**config.mk**
```make
export PLATFORM = sky130hd
export DESIGN_NAME = sensor_ascii_record_parser_unit
export DESIGN_NICKNAME = d
export VERILOG_FILES = /design/src/design/sarp_pkg.sv /design/src/design/sarp_front.sv /design/src/design/sarp_queue.sv /design/src/design/sarp_back.sv /design/src/design/sensor_ascii_record_parser_unit.sv
export SDC_FILE = /design/constraint.sdc
export NUM_CORES = 1
export LEC_CHECK = 0
export BUFFER_PORTS_ARGS = -buffer_cell sky130_fd_sc_hd__buf_2
export CORE_ASPECT_RATIO = 0.75
export CORE_MARGIN = 3
export CORE_UTILIZATION = 60
export CTS_CLUSTER_DIAMETER = 80
export DETAILED_ROUTE_END_ITERATION = 6
export PLACE_DENSITY_LB_ADDON = 0.1
export REMOVE_ABC_BUFFERS = 1
export SYNTH_ARGS = -nofsm -noshare
export SYNTH_HDL_FRONTEND = slang
export SYNTH_HIERARCHICAL = 1
export SYNTH_SLANG_ARGS = --single-unit
```
**constraint.sdc**
```tcl
create_clock -name i_clk -period 22.3 [get_ports i_clk]
set_clock_uncertainty 0.1 [all_clocks]
set_input_delay 3.345 -clock i_clk [delete_from_list [all_inputs] [get_ports i_clk]]
set_output_delay 3.345 -clock i_clk [all_outputs]
set_load 0.05 [all_outputs]
```
**src/design/sarp_pkg.sv**
```systemverilog
`timescale 1ns / 1ps

package sarp_pkg;

    // Defaults for the top-level parameters.
    localparam int CAPTURE_LIMIT_DEF = 4095;
    localparam int QUEUE_DEPTH_DEF   = 4;

    // Fixed sizes of the record format.
    localparam int VALUE_W           = 16;
    localparam int NUM_VALUES        = 7;
    localparam int NUM_FIELDS        = 13;
    localparam int FIRST_VALUE_FIELD = 6;
    localparam int FIELD_W           = 4;

    localparam logic [VALUE_W-1:0] SIGNAL_MAX_RESET = 16'd4130;
    localparam logic [VALUE_W-1:0] SAT_MAX          = 16'hFFFF;

    // Character codes.
    localparam logic [7:0] CH_NUL   = 8'd0;
    localparam logic [7:0] CH_TAB   = 8'd9;
    localparam logic [7:0] CH_LF    = 8'd10;
    localparam logic [7:0] CH_VT    = 8'd11;
    localparam logic [7:0] CH_FF    = 8'd12;
    localparam logic [7:0] CH_CR    = 8'd13;
    localparam logic [7:0] CH_SPACE = 8'd32;
    localparam logic [7:0] CH_SLASH = 8'd47;
    localparam logic [7:0] CH_ZERO  = 8'd48;
    localparam logic [7:0] CH_NINE  = 8'd57;
    localparam logic [7:0] CH_COLON = 8'd58;

    typedef enum logic [1:0] {
        OP_CLEAR   = 2'd0,
        OP_BYTE    = 2'd1,
        OP_COLLECT = 2'd2
    } t_op;

    typedef enum logic [2:0] {
        KIND_NUL,
        KIND_EOL,
        KIND_DIGIT,
        KIND_WS,
        KIND_SLASH,
        KIND_COLON,
        KIND_OTHER
    } t_kind;

    typedef enum logic [2:0] {
        ST_OK       = 3'd0,
        ST_NO_BYTES = 3'd1,
        ST_NO_ROW   = 3'd2,
        ST_FORMAT   = 3'd3,
        ST_OVER     = 3'd4
    } t_status;

    typedef enum logic [1:0] {
        ROW_NONE,
        ROW_OK,
        ROW_BAD
    } t_row;

    typedef enum logic [1:0] {
        PH_START,
        PH_DIGIT,
        PH_OTHER
    } t_phase;

    // One classified request as it travels through the queue.
    typedef struct packed {
        t_op        op;
        t_kind      kind;
        logic [3:0] digit;
    } t_cmd;

    // One collect result: the values, channel one wavelength in the lowest bits.
    typedef struct packed {
        t_status                           status;
        logic [NUM_VALUES-1:0][VALUE_W-1:0] vals;
    } t_result;

endpackage

```
**src/design/sarp_front.sv**
```systemverilog
`timescale 1ns / 1ps

module sarp_front (
    input  logic              i_valid,
    input  logic [1:0]        i_opcode,
    input  logic [7:0]        i_byte,
    input  logic              i_full,
    output logic              o_ready,
    output logic              o_push,
    output sarp_pkg::t_cmd    o_cmd
);
    import sarp_pkg::*;

    logic is_known_op;

    // Unused opcodes are taken and dropped without reaching the queue.
    assign is_known_op = (i_opcode == OP_CLEAR) || (i_opcode == OP_BYTE)
                      || (i_opcode == OP_COLLECT);
    assign o_ready = !i_full;
    assign o_push  = i_valid && !i_full && is_known_op;

    // Classify the byte so the back end only looks at a small code.
    always_comb begin
        o_cmd.op    = t_op'(i_opcode);
        o_cmd.digit = i_byte[3:0];
        if (i_byte == CH_NUL) begin
            o_cmd.kind = KIND_NUL;
        end else if (i_byte == CH_CR || i_byte == CH_LF) begin
            o_cmd.kind = KIND_EOL;
        end else if (i_byte >= CH_ZERO && i_byte <= CH_NINE) begin
            o_cmd.kind = KIND_DIGIT;
        end else if (i_byte == CH_SPACE || i_byte == CH_TAB || i_byte == CH_VT
                     || i_byte == CH_FF) begin
            o_cmd.kind = KIND_WS;
        end else if (i_byte == CH_SLASH) begin
            o_cmd.kind = KIND_SLASH;
        end else if (i_byte == CH_COLON) begin
            o_cmd.kind = KIND_COLON;
        end else begin
            o_cmd.kind = KIND_OTHER;
        end
    end

endmodule

```
**src/design/sarp_queue.sv**
```systemverilog
`timescale 1ns / 1ps

module sarp_queue #(
    parameter int QUEUE_DEPTH = sarp_pkg::QUEUE_DEPTH_DEF
) (
    input  logic           i_clk,
    input  logic           i_rst_n,
    input  logic           i_push,
    input  sarp_pkg::t_cmd i_cmd,
    input  logic           i_pop,
    output logic           o_full,
    output logic           o_valid,
    output sarp_pkg::t_cmd o_cmd
);
    import sarp_pkg::*;

    localparam int ADDR_W = $clog2(QUEUE_DEPTH);

    t_cmd              r_mem [QUEUE_DEPTH];
    logic [ADDR_W:0]   r_wr_ptr;
    logic [ADDR_W:0]   r_rd_ptr;
    logic [ADDR_W:0]   count;

    assign count   = r_wr_ptr - r_rd_ptr;
    assign o_full  = (count == (ADDR_W+1)'(QUEUE_DEPTH));
    assign o_valid = (r_wr_ptr != r_rd_ptr);
    assign o_cmd   = r_mem[r_rd_ptr[ADDR_W-1:0]];

    // Storage is written at the tail; no reset needed for payload.
    always_ff @(posedge i_clk) begin
        if (i_push) begin
            r_mem[r_wr_ptr[ADDR_W-1:0]] <= i_cmd;
        end
    end

    // Pointers carry one extra bit to tell full from empty.
    always_ff @(posedge i_clk) begin
        if (!i_rst_n) begin
            r_wr_ptr <= '0;
            r_rd_ptr <= '0;
        end else begin
            if (i_push) begin
                r_wr_ptr <= r_wr_ptr + 1'b1;
            end
            if (i_pop) begin
                r_rd_ptr <= r_rd_ptr + 1'b1;
            end
        end
    end

    a_no_overflow: assert property (@(posedge i_clk) disable iff (!i_rst_n)
        count <= (ADDR_W+1)'(QUEUE_DEPTH))
        else $error("queue holds more requests than its depth");

    a_pop_needs_data: assert property (@(posedge i_clk) disable iff (!i_rst_n)
        i_pop |-> o_valid)
        else $error("queue popped while empty");

endmodule

```
**src/design/sarp_back.sv**
```systemverilog
`timescale 1ns / 1ps

module sarp_back #(
    parameter int CAPTURE_LIMIT = sarp_pkg::CAPTURE_LIMIT_DEF
) (
    input  logic                            i_clk,
    input  logic                            i_rst_n,
    input  logic                            i_cfg_wr_en,
    input  logic [sarp_pkg::VALUE_W-1:0]    i_cfg_wr_data,
    input  logic                            i_q_valid,
    input  sarp_pkg::t_cmd                  i_q_cmd,
    output logic                            o_q_pop,
    output logic                            o_res_valid,
    output sarp_pkg::t_result               o_res,
    input  logic                            i_res_ready
);
    import sarp_pkg::*;

    localparam int CNT_W = $clog2(CAPTURE_LIMIT + 1);
    localparam logic [CNT_W-1:0]   LIMIT      = CNT_W'(CAPTURE_LIMIT);
    localparam logic [FIELD_W-1:0] LAST_FIELD = FIELD_W'(NUM_FIELDS);

    // Parser state.
    logic [VALUE_W-1:0]              r_signal_max;
    logic [CNT_W-1:0]                r_byte_count, n_byte_count;
    logic                            r_have_data, n_have_data;
    t_phase                          r_phase, n_phase;
    logic [FIELD_W-1:0]              r_field_num, n_field_num;
    logic [VALUE_W-1:0]              r_acc, n_acc;
    logic                            r_seen, n_seen;
    logic                            r_bad, n_bad;
    logic [NUM_VALUES-1:0][VALUE_W-1:0] r_line_vals, n_line_vals;
    logic [NUM_VALUES-1:0][VALUE_W-1:0] r_row_vals, n_row_vals;
    t_row                            r_row_state, n_row_state;

    // Output register.
    logic                            r_out_valid;
    t_result                         r_out;

    logic                            load_out;
    logic                            do_end;
    logic [FIELD_W-1:0]              field_inc;
    logic [FIELD_W-1:0]              field_eff;
    logic [FIELD_W-1:0]              field_after;
    logic [VALUE_W+3:0]              acc_wide;
    logic [VALUE_W-1:0]              acc_digit;
    logic                            over_limit;
    t_status                         status;
    t_result                         result;

    // Next accumulator value for a decimal digit, saturating.
    assign acc_wide  = ({4'd0, r_acc} << 3) + ({4'd0, r_acc} << 1)
                     + {16'd0, i_q_cmd.digit};
    assign acc_digit = (acc_wide > {4'd0, SAT_MAX}) ? SAT_MAX : acc_wide[VALUE_W-1:0];
    assign field_inc = r_field_num + 1'b1;

    // Status and values for a collect request.
    always_comb begin
        over_limit = (r_row_vals[1] > r_signal_max) || (r_row_vals[3] > r_signal_max)
                  || (r_row_vals[5] > r_signal_max);
        if (!r_have_data) begin
            status = ST_NO_BYTES;
        end else if (r_row_state == ROW_NONE) begin
            status = ST_NO_ROW;
        end else if (r_row_state != ROW_OK) begin
            status = ST_FORMAT;
        end else if (over_limit) begin
            status = ST_OVER;
        end else begin
            status = ST_OK;
        end
        result.status = status;
        result.vals   = (status == ST_OK) ? r_row_vals : '0;
    end

    // One request from the queue is carried out per cycle while no collect waits.
    always_comb begin
        n_byte_count = r_byte_count;
        n_have_data  = r_have_data;
        n_phase      = r_phase;
        n_field_num  = r_field_num;
        n_acc        = r_acc;
        n_seen       = r_seen;
        n_bad        = r_bad;
        n_line_vals  = r_line_vals;
        n_row_vals   = r_row_vals;
        n_row_state  = r_row_state;
        o_q_pop      = 1'b0;
        load_out     = 1'b0;
        do_end       = 1'b0;
        field_eff    = r_field_num;
        field_after  = field_inc;

        if (i_q_valid) begin
            case (i_q_cmd.op)
                OP_CLEAR: begin
                    o_q_pop      = 1'b1;
                    n_byte_count = '0;
                    n_have_data  = 1'b0;
                    n_phase      = PH_START;
                    n_field_num  = '0;
                    n_acc        = '0;
                    n_seen       = 1'b0;
                    n_bad        = 1'b0;
                    n_row_state  = ROW_NONE;
                end
                OP_BYTE: begin
                    o_q_pop = 1'b1;
                    if (r_byte_count < LIMIT) begin
                        n_byte_count = r_byte_count + 1'b1;
                        if (i_q_cmd.kind != KIND_NUL) begin
                            n_have_data = 1'b1;
                            if (i_q_cmd.kind == KIND_EOL) begin
                                // End of line: a digit line becomes the latest row.
                                if (r_phase == PH_DIGIT) begin
                                    do_end = !r_bad && r_seen && (r_field_num < LAST_FIELD);
                                    if (do_end) begin
                                        for (int k = 0; k < NUM_VALUES; k++) begin
                                            if (r_field_num == FIELD_W'(k + FIRST_VALUE_FIELD)) begin
                                                n_line_vals[k] = r_acc;
                                            end
                                        end
                                        field_eff   = field_inc;
                                        n_field_num = field_inc;
                                        n_acc       = '0;
                                        n_seen      = 1'b0;
                                    end
                                    n_row_vals  = n_line_vals;
                                    n_row_state = (!r_bad && field_eff >= LAST_FIELD)
                                                ? ROW_OK : ROW_BAD;
                                end
                                n_phase = PH_START;
                            end else if (r_phase == PH_START) begin
                                if (i_q_cmd.kind == KIND_DIGIT) begin
                                    n_phase     = PH_DIGIT;
                                    n_field_num = '0;
                                    n_acc       = {12'd0, i_q_cmd.digit};
                                    n_seen      = 1'b1;
                                    n_bad       = 1'b0;
                                end else begin
                                    n_phase = PH_OTHER;
                                end
                            end else if (r_phase == PH_DIGIT && !r_bad
                                         && r_field_num < LAST_FIELD) begin
                                // Inside a record line: numbers and separators.
                                if (i_q_cmd.kind == KIND_DIGIT) begin
                                    n_acc  = acc_digit;
                                    n_seen = 1'b1;
                                end else if (r_seen) begin
                                    for (int k = 0; k < NUM_VALUES; k++) begin
                                        if (r_field_num == FIELD_W'(k + FIRST_VALUE_FIELD)) begin
                                            n_line_vals[k] = r_acc;
                                        end
                                    end
                                    n_field_num = field_inc;
                                    n_acc       = '0;
                                    n_seen      = 1'b0;
                                    if (field_after < LAST_FIELD) begin
                                        if (field_after == 4'd1 || field_after == 4'd2) begin
                                            n_bad = (i_q_cmd.kind != KIND_SLASH);
                                        end else if (field_after == 4'd4
                                                     || field_after == 4'd5) begin
                                            n_bad = (i_q_cmd.kind != KIND_COLON);
                                        end else begin
                                            n_bad = (i_q_cmd.kind != KIND_WS);
                                        end
                                    end
                                end else if (i_q_cmd.kind != KIND_WS) begin
                                    n_bad = 1'b1;
                                end
                            end
                        end
                    end
                end
                OP_COLLECT: begin
                    // A collect waits until the output register can take it.
                    if (!r_out_valid || i_res_ready) begin
                        o_q_pop  = 1'b1;
                        load_out = 1'b1;
                    end
                end
                default: begin
                    o_q_pop = 1'b1;
                end
            endcase
        end
    end

    // Control state.
    always_ff @(posedge i_clk) begin
        if (!i_rst_n) begin
            r_signal_max <= SIGNAL_MAX_RESET;
            r_byte_count <= '0;
            r_have_data  <= 1'b0;
            r_phase      <= PH_START;
            r_field_num  <= '0;
            r_acc        <= '0;
            r_seen       <= 1'b0;
            r_bad        <= 1'b0;
            r_row_state  <= ROW_NONE;
            r_out_valid  <= 1'b0;
        end else begin
            if (i_cfg_wr_en) begin
                r_signal_max <= i_cfg_wr_data;
            end
            r_byte_count <= n_byte_count;
            r_have_data  <= n_have_data;
            r_phase      <= n_phase;
            r_field_num  <= n_field_num;
            r_acc        <= n_acc;
            r_seen       <= n_seen;
            r_bad        <= n_bad;
            r_row_state  <= n_row_state;
            if (load_out) begin
                r_out_valid <= 1'b1;
            end else if (i_res_ready) begin
                r_out_valid <= 1'b0;
            end
        end
    end

    // Stored values and the result payload.
    always_ff @(posedge i_clk) begin
        r_line_vals <= n_line_vals;
        r_row_vals  <= n_row_vals;
        if (load_out) begin
            r_out <= result;
        end
    end

    assign o_res_valid = r_out_valid;
    assign o_res       = r_out;

    a_field_bound: assert property (@(posedge i_clk) disable iff (!i_rst_n)
        r_field_num <= LAST_FIELD)
        else $error("field number ran past the last field");

    a_count_bound: assert property (@(posedge i_clk) disable iff (!i_rst_n)
        r_byte_count <= LIMIT)
        else $error("byte count ran past the capture limit");

    a_clear_empties: assert property (@(posedge i_clk) disable iff (!i_rst_n)
        (o_q_pop && i_q_cmd.op == OP_CLEAR)
        |=> (r_row_state == ROW_NONE && !r_have_data && r_byte_count == '0))
        else $error("clear request left capture state behind");

    a_ok_within_limit: assert property (@(posedge i_clk) disable iff (!i_rst_n)
        (load_out && status == ST_OK) |-> (r_row_state == ROW_OK
            && r_row_vals[1] <= r_signal_max && r_row_vals[3] <= r_signal_max
            && r_row_vals[5] <= r_signal_max))
        else $error("ok status given for a row that fails the checks");

endmodule

```
**src/design/sensor_ascii_record_parser_unit.sv**
```systemverilog
`timescale 1ns / 1ps

// Fluorometer record parser. The slave stream carries one request per beat:
// s_axis_tuser holds the opcode (clear and arm, received byte, collect) and
// s_axis_tdata the received byte. Only a collect request makes a result on the
// master stream: m_axis_tuser holds the status and m_axis_tdata the seven
// values of the latest complete record line, zero unless the status is ok.
// The signal limit is written through i_cfg_wr_en / i_cfg_wr_data while idle;
// the user must keep to this, the block itself does not enforce it. Throughput
// is one request per cycle while no collect waits on a stalled receiver: the
// back end carries out one request from the queue in each cycle, one parse step
// per byte. A collect request passes through the queue and then loads the
// output register, which holds the result for the master stream.
// When the receiver stalls, the result waits in the output register; bytes and
// clears keep being processed until a collect reaches the head of the queue,
// and s_axis_tready drops once the queue is full.
// Reset is synchronous: it empties the queue, clears the capture state and
// sets the signal limit to 4130. No clearing pass is needed after reset.
module sensor_ascii_record_parser_unit #(
    parameter int CAPTURE_LIMIT = sarp_pkg::CAPTURE_LIMIT_DEF,
    parameter int QUEUE_DEPTH   = sarp_pkg::QUEUE_DEPTH_DEF
) (
    input  logic                         i_clk,
    input  logic                         i_rst_n,
    input  logic                         i_cfg_wr_en,
    input  logic [15:0]                  i_cfg_wr_data,
    input  logic                         s_axis_tvalid,
    output logic                         s_axis_tready,
    input  logic [7:0]                   s_axis_tdata,   // [7:0] byte_value
    input  logic [1:0]                   s_axis_tuser,   // [1:0] opcode
    output logic                         m_axis_tvalid,
    input  logic                         m_axis_tready,
    // [15:0] ch1_wavelength, [31:16] ch1_count, [47:32] ch2_wavelength,
    // [63:48] ch2_count, [79:64] ch3_wavelength, [95:80] ch3_count,
    // [111:96] thermistor
    output logic [111:0]                 m_axis_tdata,
    output logic [2:0]                   m_axis_tuser    // [2:0] status
);
    import sarp_pkg::*;

    logic    full;
    logic    push;
    t_cmd    push_cmd;
    logic    q_valid;
    t_cmd    q_cmd;
    logic    q_pop;
    logic    res_valid;
    t_result res;

    // Front end: accept and classify requests.
    sarp_front u_front (
        .i_valid  (s_axis_tvalid),
        .i_opcode (s_axis_tuser),
        .i_byte   (s_axis_tdata),
        .i_full   (full),
        .o_ready  (s_axis_tready),
        .o_push   (push),
        .o_cmd    (push_cmd)
    );

    // Request queue between the two halves.
    sarp_queue #(
        .QUEUE_DEPTH (QUEUE_DEPTH)
    ) u_queue (
        .i_clk   (i_clk),
        .i_rst_n (i_rst_n),
        .i_push  (push),
        .i_cmd   (push_cmd),
        .i_pop   (q_pop),
        .o_full  (full),
        .o_valid (q_valid),
        .o_cmd   (q_cmd)
    );

    // Back end: parser state and the output register.
    sarp_back #(
        .CAPTURE_LIMIT (CAPTURE_LIMIT)
    ) u_back (
        .i_clk         (i_clk),
        .i_rst_n       (i_rst_n),
        .i_cfg_wr_en   (i_cfg_wr_en),
        .i_cfg_wr_data (i_cfg_wr_data),
        .i_q_valid     (q_valid),
        .i_q_cmd       (q_cmd),
        .o_q_pop       (q_pop),
        .o_res_valid   (res_valid),
        .o_res         (res),
        .i_res_ready   (m_axis_tready)
    );

    assign m_axis_tvalid = res_valid;
    assign m_axis_tdata  = res.vals;
    assign m_axis_tuser  = res.status;

endmodule
```
Word-level counts from Yosys, hierarchy flattened
Memory sizes are Yosys's and may differ from the RTL's. A register that Yosys moved wholly into a read port is not among the register bits.
Index checks and enable logic that the tools add are counted.
Widths: inputs -> output; s select.
- flip-flop bits (word level): 401
- bits in latches: 0
- bits in writable memories: 36
- ROM bits: 0
- memories: 1
- add/sub/neg operators: 7
- multiply operators: 0
- div/mod/pow operators: 0
- $lt $le $gt $ge: 10
- equality and inequality tests: 52
- shift-type cells: 0
- muxes and demuxes: 103
- bitwise operators: 0
- reduce and logical (&&, ||, !) cells: 43
- memory list (memory ; words ; bits a word ; read ports ; clocked after Yosys merged registers in ; write ports ; line ; RTL):
    u_queue.r_mem ; 4 ; 9 ; 1 ; 1 ; 1 ; sarp_queue.sv:19 ; t_cmd r_mem [QUEUE_DEPTH];
- operators by type and width (kind ; count):
    $mux 112 ; 7
    $mux 16 ; 18
    $mux 4 ; 15
    $gt 16x16->1 ; 3
    $eq 8x4->1 const B ; 5
    $mux 1 ; 32
    $pmux 16 s2 ; 1
    $mux 3 ; 9
    $reduce_and 9->1 ; 3
    $mux 2 ; 13
    $eq 8x6->1 const B ; 3
    $pmux 12 s2 ; 1
    $add 19x17->20 ; 1
    $add 20x4->20 ; 1
    $eq 4x4->1 const B ; 5
    $gt 20x16->1 const B ; 1
    $eq 4x3->1 const B ; 4
    $ne 3x3->1 const B ; 5
    $ne 2x1->1 const B ; 7
    $add 12x1->12 const B ; 1
    $lt 12x12->1 const B ; 1
    $mux 12 ; 1
    $ne 4x1->1 const B ; 3
    $reduce_and 6->1 ; 2
    37 further kinds ; 73

Logic depth before layout (Yosys ltp)
Gate-level depths: netlist of the first run.
- word-level depth: 18
- mapped depth: 13
- mapped depth without buffers: 11

Modules after synthesis
Netlist of the first run, hierarchy kept.
- by module, submodules not included (module ; instances ; cells an instance ; area each (µm²) ; sequential area each (µm²)):
    sarp_back ; 1 ; 1408 ; 19268.5 ; 11300.8
    sarp_queue ; 1 ; 88 ; 1721.7 ; 1241.2
    sarp_front ; 1 ; 37 ; 230.2 ; 0.0

Worst setup path after synthesis of the first run
OpenSTA, ideal clock, no wires.
- kind: register to register
- start point: reg with a tool-made name
- end point: reg u_back/r_row_vals[0] (netlist bit), enable pin
- setup time: 0.725 ns
- arrival: 9.382 ns
- setup slack: 12.092 ns
- stages on the path, launching flop included: 8
- path buffers: 2
- clock period less this slack: 10.208 ns
- cell sequence: dfxtp_1 -> buf_6 -> mux4_2 -> and4_1 -> a21oi_1 -> buf_2 -> nand2_1 -> nor3_1
- RTL lines (element ; line ; RTL):
    end signal, assigned ; sarp_back.sv:225 ; r_row_vals <= n_row_vals;
    end, declared ; sarp_back.sv:33 ; logic [NUM_VALUES-1:0][VALUE_W-1:0] r_row_vals, n_row_vals;

Final worst setup path of the first run
- start point: reg u_queue.r_wr_ptr[0]
- end point: out s_axis_tready
- word-level cells in the longest chain between the ends: 3
- ends and longest elaborated chain (element ; line ; RTL):
    start, declared ; sarp_queue.sv:20 ; logic [ADDR_W:0] r_wr_ptr;
    start signal, assigned ; sarp_queue.sv:43 ; r_wr_ptr <= r_wr_ptr + 1'b1;
    $sub 3x3->3 ; sarp_queue.sv:24 ; assign count = r_wr_ptr - r_rd_ptr;
    $eq 3x3->1 ; sarp_queue.sv:25 ; assign o_full = (count == (ADDR_W+1)'(QUEUE_DEPTH));
    named net full ; sensor_ascii_record_parser_unit.sv:41 ; logic full;
    $logic_not 1->1 ; sarp_front.sv:19 ; assign o_ready = !i_full;
    end, declared ; sensor_ascii_record_parser_unit.sv:28 ; output logic s_axis_tready,
The timed path passes the listed nets, and every way through them passes these cells.

==> reports/qor.yml, run 1 <==
status:
  status: "finished, final reports clean"
drt:
  wl_per_cell_um: 21.6
  drc: 0
  wl_um: 45900
  vias: 13072
  dr.pass1.iters: 5
  drt-initial-drc-count: 1045
  ant_nets: 0
  drt-vias-per-instance: 6.16
worst_hold_path:
  hold_path_depth: 2
  holdPathEnd: "u_back/r_row_state[1]$_SDFFE_PN0P_"
  hp-class: "reg2reg"
  hp-start: "u_back/r_row_state[1]$_SDFFE_PN0P_"
worst_setup_path:
  worst_path_largest_cell_delay_ns: 0.38
  rr_worst_depth: 10
  arrival_ns: 1.98
  cp_slowest_cell: "dfxtp_1"
  crit_path_cell_trace: "inv_1, ha_1, nor2b_1, xnor2_1, and3_1, inv_1, buf_2"
  cp_common_cell: "inv_1"
  critPathKind: "reg2out"
  reg2reg_to: "u_back/r_acc[15]$_SDFFE_PN0P_"
  critPathCaptureType: "primary output"
  critical_path_required_ns: 18.86
  rrSetupSlack_ns: 17.75
  path_max_fanout: 4
  start_kind: "flip-flop"
timing:
  tightestPinTransition_ns: 1.15
  drv_slew: 0
  setup_violations: 0
  setup_tns_ns: 0
  final-hold-violation-count: 0
  finalCriticalPeriod_ns: 5.43
  rsz0062_at_grt: "no"
  slew_headroom_pct: 23.1
  max_freq_ghz: 0.184
  period_share_pct: 24.3
place:
  dp_cells: 2047
  gp_congestion: 0.873
  io_buffers: 147
  hpwl_um: 29100
floorplan:
  io_pins: 148
  core_mm2: 0.0342
  initial_utilization_pct: 62.1
  die_h_um: 169
  die-area_mm2: 0.0377
  fp-row-count: 58
  die_w_um: 223
pwr:
  p_int_mw: 1.44
  clockPowerShare_pct: 30.8
  power_density_mw_per_mm2: 91.4
  power_mw: 2.14
  swShare_pct: 32.6
  leakagePower_nw: 8.34
  p_seq_share_pct: 47.2
  p_sw_mw: 0.698
  combPwrFrac_pct: 22.1
  vdd_drop_max_mv: 0.0854
grt:
  antenna_found_initial: 0
  grt-ovfl-total: 0
  grt.total_usage_pct: 24.6
  grt_max_degree: 110
  grt_pass1_wl_um: 73600
  grt_pass1_vias: 13023
clock_tree:
  cts_root_buf: "clkbuf_16"
  clk_latency_ns: 0.55
  clk_pin_slew_ns: 0.06
  cts-hold-fix-buffers: 0
  h-tree-depth: 2
  cts_tree: "built"
  cts_resized: 0
  cts_buffers: 43
  postCtsSetupBuffers: 0
  cts.sinks: 439
  ctsLongestPathBuffers: 3
finish:
  diodes: 0
  drive_gt1_share_pct: 31.2
  syn_to_final_growth_pct: 10.2
  fin_cells: 2122
  final_util_pct: 68.4
  nets: 1769
yosys:
  synth_cells: 1533
  synth_seq_area_share_pct: 59.1
  synth-edff-count: 375
  yosysWarnings: 6
  synth.distinct_cells: 79
  synth_area_per_cell_um2: 13.8
  yosys_register_bits: 439
  syn_area_mm2: 0.0212
  synth_top_flop_cell: "edfxtp_1"
  async_flop_share_pct: 0
run:
  max_cap_viol_count: 0
## cell families (layout without fill, tap and decap cells)
kind of cell    after synthesis  count (layout)  synth area share [%]
flops                       439             439                  59.1
simple gates                410             410                  11.3
mux                         250             250                  13.6
compound gates              184             184                  6.02
buf+inv                     126             265                  3.01
fa+ha+maj                    96              96                  5.73
xor+xnor                     28              28                  1.16
## worst max-delay path: cells and delay by family, from the launching register on
family        cells  cell delay (ns)
buf+inv           3             0.42
flops             1             0.38
xor+xnor          1             0.12
simple gates      2             0.31
fa+ha+maj         1             0.20
## metal layers
metal / GRT usage (%) / up-vias / routed length (um)
li1: - / 6078 / -
met4: 5.97 / 0 / 889
met2: 38.5 / 401 / 21000
met1: 36.8 / 6529 / 21200
met5: 0 / - / 0
met3: 3.50 / 64 / 2760
## registers in the layout (all words and copies together) (netlist names), 4 cells and up, named ones only
signal,count
u_back/o_res,115
u_back/r_line_vals,112
u_back/r_row_vals,112
u_queue/r_mem,36
u_back/r_acc,16
u_back/r_signal_max,16
u_back/r_byte_count,12
u_back/r_field_num,4
## power by group through the flow
stage | sequential [mW] | clock [mW] | combinational (mW)
6_report | 1.01 | 0.657 | 0.472
5_1_grt | 1.02 | 0.706 | 0.504
4_1_cts | 1.01 | 0.671 | 0.476
3_5_place_dp | 1.03 | 0 | 0.475
3_3_place_gp | 1.02 | 0 | 0.467
2_1_floorplan | 1.23 | 0 | 0.161
## layout make-up
class	instances	area [um^2]
clock inverters	20	115
inverters	29	109
flip-flops and latches	439	12500
repair buffers	161	841
well taps	450	563
clock buffers	55	1120
multi-input cells	968	8090
fillers	2406	10800
## metrics by stage
stage / setup slack (ns) / area [um^2] / hold slack [ns]
floorplan: 11.44 / 20700 / 0.332
global placement: 16.78 / 22100 / 0.340
detailed placement: 16.68 / 22100 / 0.357
CTS: 16.84 / 23400 / 0.366
global route: 16.78 / 23400 / 0.385
finish: 16.87 / 23400 / 0.366
## worst max path at each step
stage,endpoint,cells past startpoint,startpoint
after floorplan,u_back/r_row_vals[0]$_DFFE_PP_,5,flip-flop
after global placement,u_back/r_acc[11]$_SDFFE_PN0P_,6,i_rst_n
after detailed placement,u_back/r_acc[10]$_SDFFE_PN0P_,6,i_rst_n
after CTS,s_axis_tready,7,u_queue/r_wr_ptr[0]$_SDFFE_PN0P_
after global routing,s_axis_tready,7,u_queue/r_wr_ptr[0]$_SDFFE_PN0P_
final,s_axis_tready,7,u_queue/r_wr_ptr[0]$_SDFFE_PN0P_
## cells in the final DEF (no fill, tap or decap), types with 7 or more instances in the layout
cell / count
o21ai_0: 28
and3_1: 10
clkbuf_16: 43
clkinv_2: 7
nor2_1: 54
nor2b_1: 15
o211ai_1: 7
or3_1: 8
and2_1: 11
nand4_1: 18
a21o_1: 24
mux2_2: 224
dfxtp_1: 64
and4_1: 50
o21a_1: 8
a22oi_1: 12
inv_1: 28
mux4_2: 9
nor3_1: 28
xnor2_1: 10
clkinv_1: 7
nor3_2: 41
nand3_1: 22
nand2b_1: 11
a21oi_1: 40
buf_4: 14
nand4b_1: 7
mux2i_1: 17
o21ai_1: 12
edfxtp_1: 375
ha_1: 94
buf_2: 147
nand2_1: 107
xor2_1: 18
clkbuf_1: 12
a211oi_1: 7
## synthesized netlist by cell type (17+ instances only)
cell type	number	area share, %
nand3_1	22	0.52
inv_1	28	0.50
nor3_1	29	0.68
mux2i_1	17	0.80
buf_2	26	0.61
clkbuf_1	49	0.87
mux2_2	224	12
and4_1	50	2.1
xor2_1	18	0.74
o21ai_0	28	0.66
a21o_1	24	0.85
ha_1	94	5.5
nand4_1	18	0.53
a21oi_1	41	0.97
nor3_2	40	1.9
nand2_1	107	1.9
edfxtp_1	375	53
nor2_1	57	1.0
dfxtp_1	64	6.0
(Power assumes the default switching activity.)
==> run 2, diff against run 1 <==
--- a/config.mk
+++ b/config.mk
@@ -5,10 +5,11 @@
 export SDC_FILE = /design/constraint.sdc
 export NUM_CORES = 1
 export LEC_CHECK = 0
+export ABC_AREA = 1
 export BUFFER_PORTS_ARGS = -buffer_cell sky130_fd_sc_hd__buf_2
 export CORE_ASPECT_RATIO = 0.75
 export CORE_MARGIN = 3
-export CORE_UTILIZATION = 60
+export CORE_UTILIZATION = 55
 export CTS_CLUSTER_DIAMETER = 80
 export DETAILED_ROUTE_END_ITERATION = 6
 export PLACE_DENSITY_LB_ADDON = 0.1
==> constraint.sdc (replaced) <==
create_clock -name i_clk -period 4.65 [get_ports i_clk]
set_clock_uncertainty 0.1 [all_clocks]
set_input_delay 0.6975 -clock i_clk [delete_from_list [all_inputs] [get_ports i_clk]]
set_output_delay 0.6975 -clock i_clk [all_outputs]
set_load 0.05 [all_outputs]
==> run 2 against run 1 <==
Flip-flop and latch count stayed put. Sequential share of layout area decreased by 2.2 points. Combinational power rose to 8.2 times the previous value. Final cell count increased by 42%. Critical path depth up 12. Via count rose by 26%. Worst setup slack got worse by 16 ns. Non-clock buffer count grew 3. Register-to-register slack got worse by 17 ns. Power increased to 5.8 times the previous value. Clock-buffer cell count rose by 11. Critical endpoint is now u_back/r_acc[4]$_SDFFE_PN0P_. Highest routed layer unchanged.
==> reports/qor.yml, run 2 <==
drt:
  vias: 16416
  wl_per_cell_um: 16.9
  ant_nets: 0
  wl_um: 50900
  drc: 0
  drt-initial-drc-count: 1508
  drt-vias-per-instance: 5.45
  dr.pass1.iters: 6
floorplan:
  io_pins: 148
  die-area_mm2: 0.0423
  initial_utilization_pct: 56.5
  core_mm2: 0.0388
  fp-row-count: 62
  die_h_um: 179
  die_w_um: 236
place:
  pre_cts_ws_ns: 0.647
  hpwl_um: 33400
  io_buffers: 147
  dp_cells: 2931
  gp_congestion: 0.896
  place_area_mm2: 0.0230
yosys:
  synth_cells: 2359
  synthTopCellsByArea: "edfxtp_1 (51%), nand2_1 (8.5%), o21ai_0 (7.9%), dfxtp_1 (5.8%), ha_1 (5.4%)"
  yosysWarnings: 6
  yosys.area.top_type: "edfxtp_1"
  yosysTopAreaCellShare_pct: 51.4
  synth_top_flop_cell: "edfxtp_1"
  synth-edff-count: 375
  synth_commonest_cells: "nand2_1 (494), edfxtp_1 (375), o21ai_0 (346)"
  synth.distinct_cells: 53
  async_flop_share_pct: 0
  synth_area_per_cell_um2: 9.29
  syn_area_mm2: 0.0219
  yosys_register_bits: 439
  synth_seq_area_share_pct: 57.2
  yosys.cell_count.top_type: "nand2_1"
worst_setup_path:
  critPathCaptureType: "flip-flop"
  rr_worst_depth: 19
  path_depth: 19
  start_kind: "flip-flop"
  worst_path_largest_cell_delay_ns: 0.49
  arrival_ns: 4.32
  path_max_fanout: 14
  cpLargestDelayFamily: "simple AND/OR/NAND/NOR gates"
  critPathKind: "reg2reg"
  crit_path_cell_trace: "buf_4, nor2_1, nor2_1, o21ai_0, o21ai_1, fa_1, fa_1, nand2_1, nand2_1, nand3_1, nand2_1, nand2_1, nand2_1, nand2_1, nand2_1, nor2_2, nand2_1, o21ai_0, a21oi_1"
  critPathBufInv: 1
  cp_slowest_cell: "fa_1"
  rrSetupSlack_ns: 0.66
  cp_common_cell: "nand2_1"
  critical_path_required_ns: 4.97
  reg2reg_to: "u_back/r_acc[4]$_SDFFE_PN0P_"
timing:
  fin_ws_ns: 0.659
  finalCriticalPeriod_ns: 3.99
  setup_tns_ns: 0
  rsz0062_at_grt: "no"
  period_share_pct: 85.8
  max_freq_ghz: 0.251
  tightestPinTransition_ns: 1.08
  setup_violations: 0
  hold_ws_ns: 0.271
  drv_slew: 0
  slew_headroom_pct: 28.0
  final-hold-violation-count: 0
finish:
  drive_gt1_share_pct: 11.4
  fillers: 3232
  largest_reg_flops: 115
  layout_commonest_cell: "nand2_1"
  diodes: 0
  nets: 2593
  syn_to_final_growth_pct: 11.4
  stdcell_area_mm2: 0.0244
  fin_cells: 3013
  mostFrequentLayoutCells: "nand2_1 (494), edfxtp_1 (375), o21ai_0 (346)"
  final_util_pct: 62.9
worst_hold_path:
  hp-class: "in2reg"
  hp-start: "s_axis_tuser[1]"
  hold_path_depth: 1
  holdPathEnd: "u_queue/r_mem[1][8]$_DFFE_PP_"
clock_tree:
  cts_resized: 0
  cts-hold-fix-buffers: 0
  cts_tree: "built"
  clk_latency_ns: 0.56
  cts_buffers: 45
  postCtsSetupBuffers: 0
  h-tree-depth: 2
  cts_root_buf: "clkbuf_16"
  cts.sinks: 439
  clk_pin_slew_ns: 0.06
  ctsLongestPathBuffers: 3
grt:
  grt-ovfl-total: 0
  antenna_found_initial: 1
  grt.total_usage_pct: 23.9
  grt_max_degree: 227
  grt_pass1_wl_um: 81700
  grt_pass1_vias: 15958
run:
  max_cap_viol_count: 0
pwr:
  vdd_drop_max_mv: 0.331
  power_mw: 12.5
  power_density_mw_per_mm2: 511
  leakagePower_nw: 10.2
status:
  status: "finished, final reports clean"
[run 2: report_power, final]
part | switching [mW] | internal [mW]
Clock | 1.49 | 1.98
Sequential | 0.168 | 4.95
Combinational | 3.02 | 0.850
Total | 4.68 | 7.78
[run 2: routing by layer]
| metal | wire length (um) | global-route usage (%) | up-vias |
|---|---|---|---|
| met5 | 0 | 0 | - |
| met4 | 1250 | 7.25 | 0 |
| met3 | 3330 | 4.24 | 88 |
| li1 | - | - | 8073 |
| met1 | 23500 | 33.9 | 7745 |
| met2 | 22800 | 38.0 | 510 |
[run 2: how the worst max path moves through the flow]
stage | start | endpoint | slack (ns)
finish | flip-flop | u_back/r_acc[4]$_SDFFE_PN0P_ | 0.66
detailed placement | flip-flop | u_back/r_acc[4]$_SDFFE_PN0P_ | 0.65
CTS | flip-flop | u_back/r_acc[4]$_SDFFE_PN0P_ | 0.63
global placement | flip-flop | u_back/r_acc[15]$_SDFFE_PN0P_ | 0.81
global route | flip-flop | u_back/r_acc[4]$_SDFFE_PN0P_ | 0.16
floorplan | flip-flop | u_back/r_line_vals[0]$_DFFE_PP_ | -8.57
[run 2: area by class of cell]
class	count	area, um^2	share of cell area, %
Sequential cell	439	12500	51.4
Multi-Input combinational cell	1499	7690	31.5
Clock buffer	66	1250	5.11
Inverter	317	1200	4.91
Timing Repair Buffer	164	938	3.85
Tap cell	512	641	2.63
Clock inverter	16	139	0.569
[run 2: logic make-up after synthesis]
family                     after synthesis  share of synthesized area [%]
xor gates and xnor gates                17                          0.680
DFF                                    439                           57.2
buffers and inverters                  421                           7.74
AOI/OAI and AO/OA                      534                           12.8
adders and majority gates               96                           5.55
and+or+nand+nor                        852                           15.9
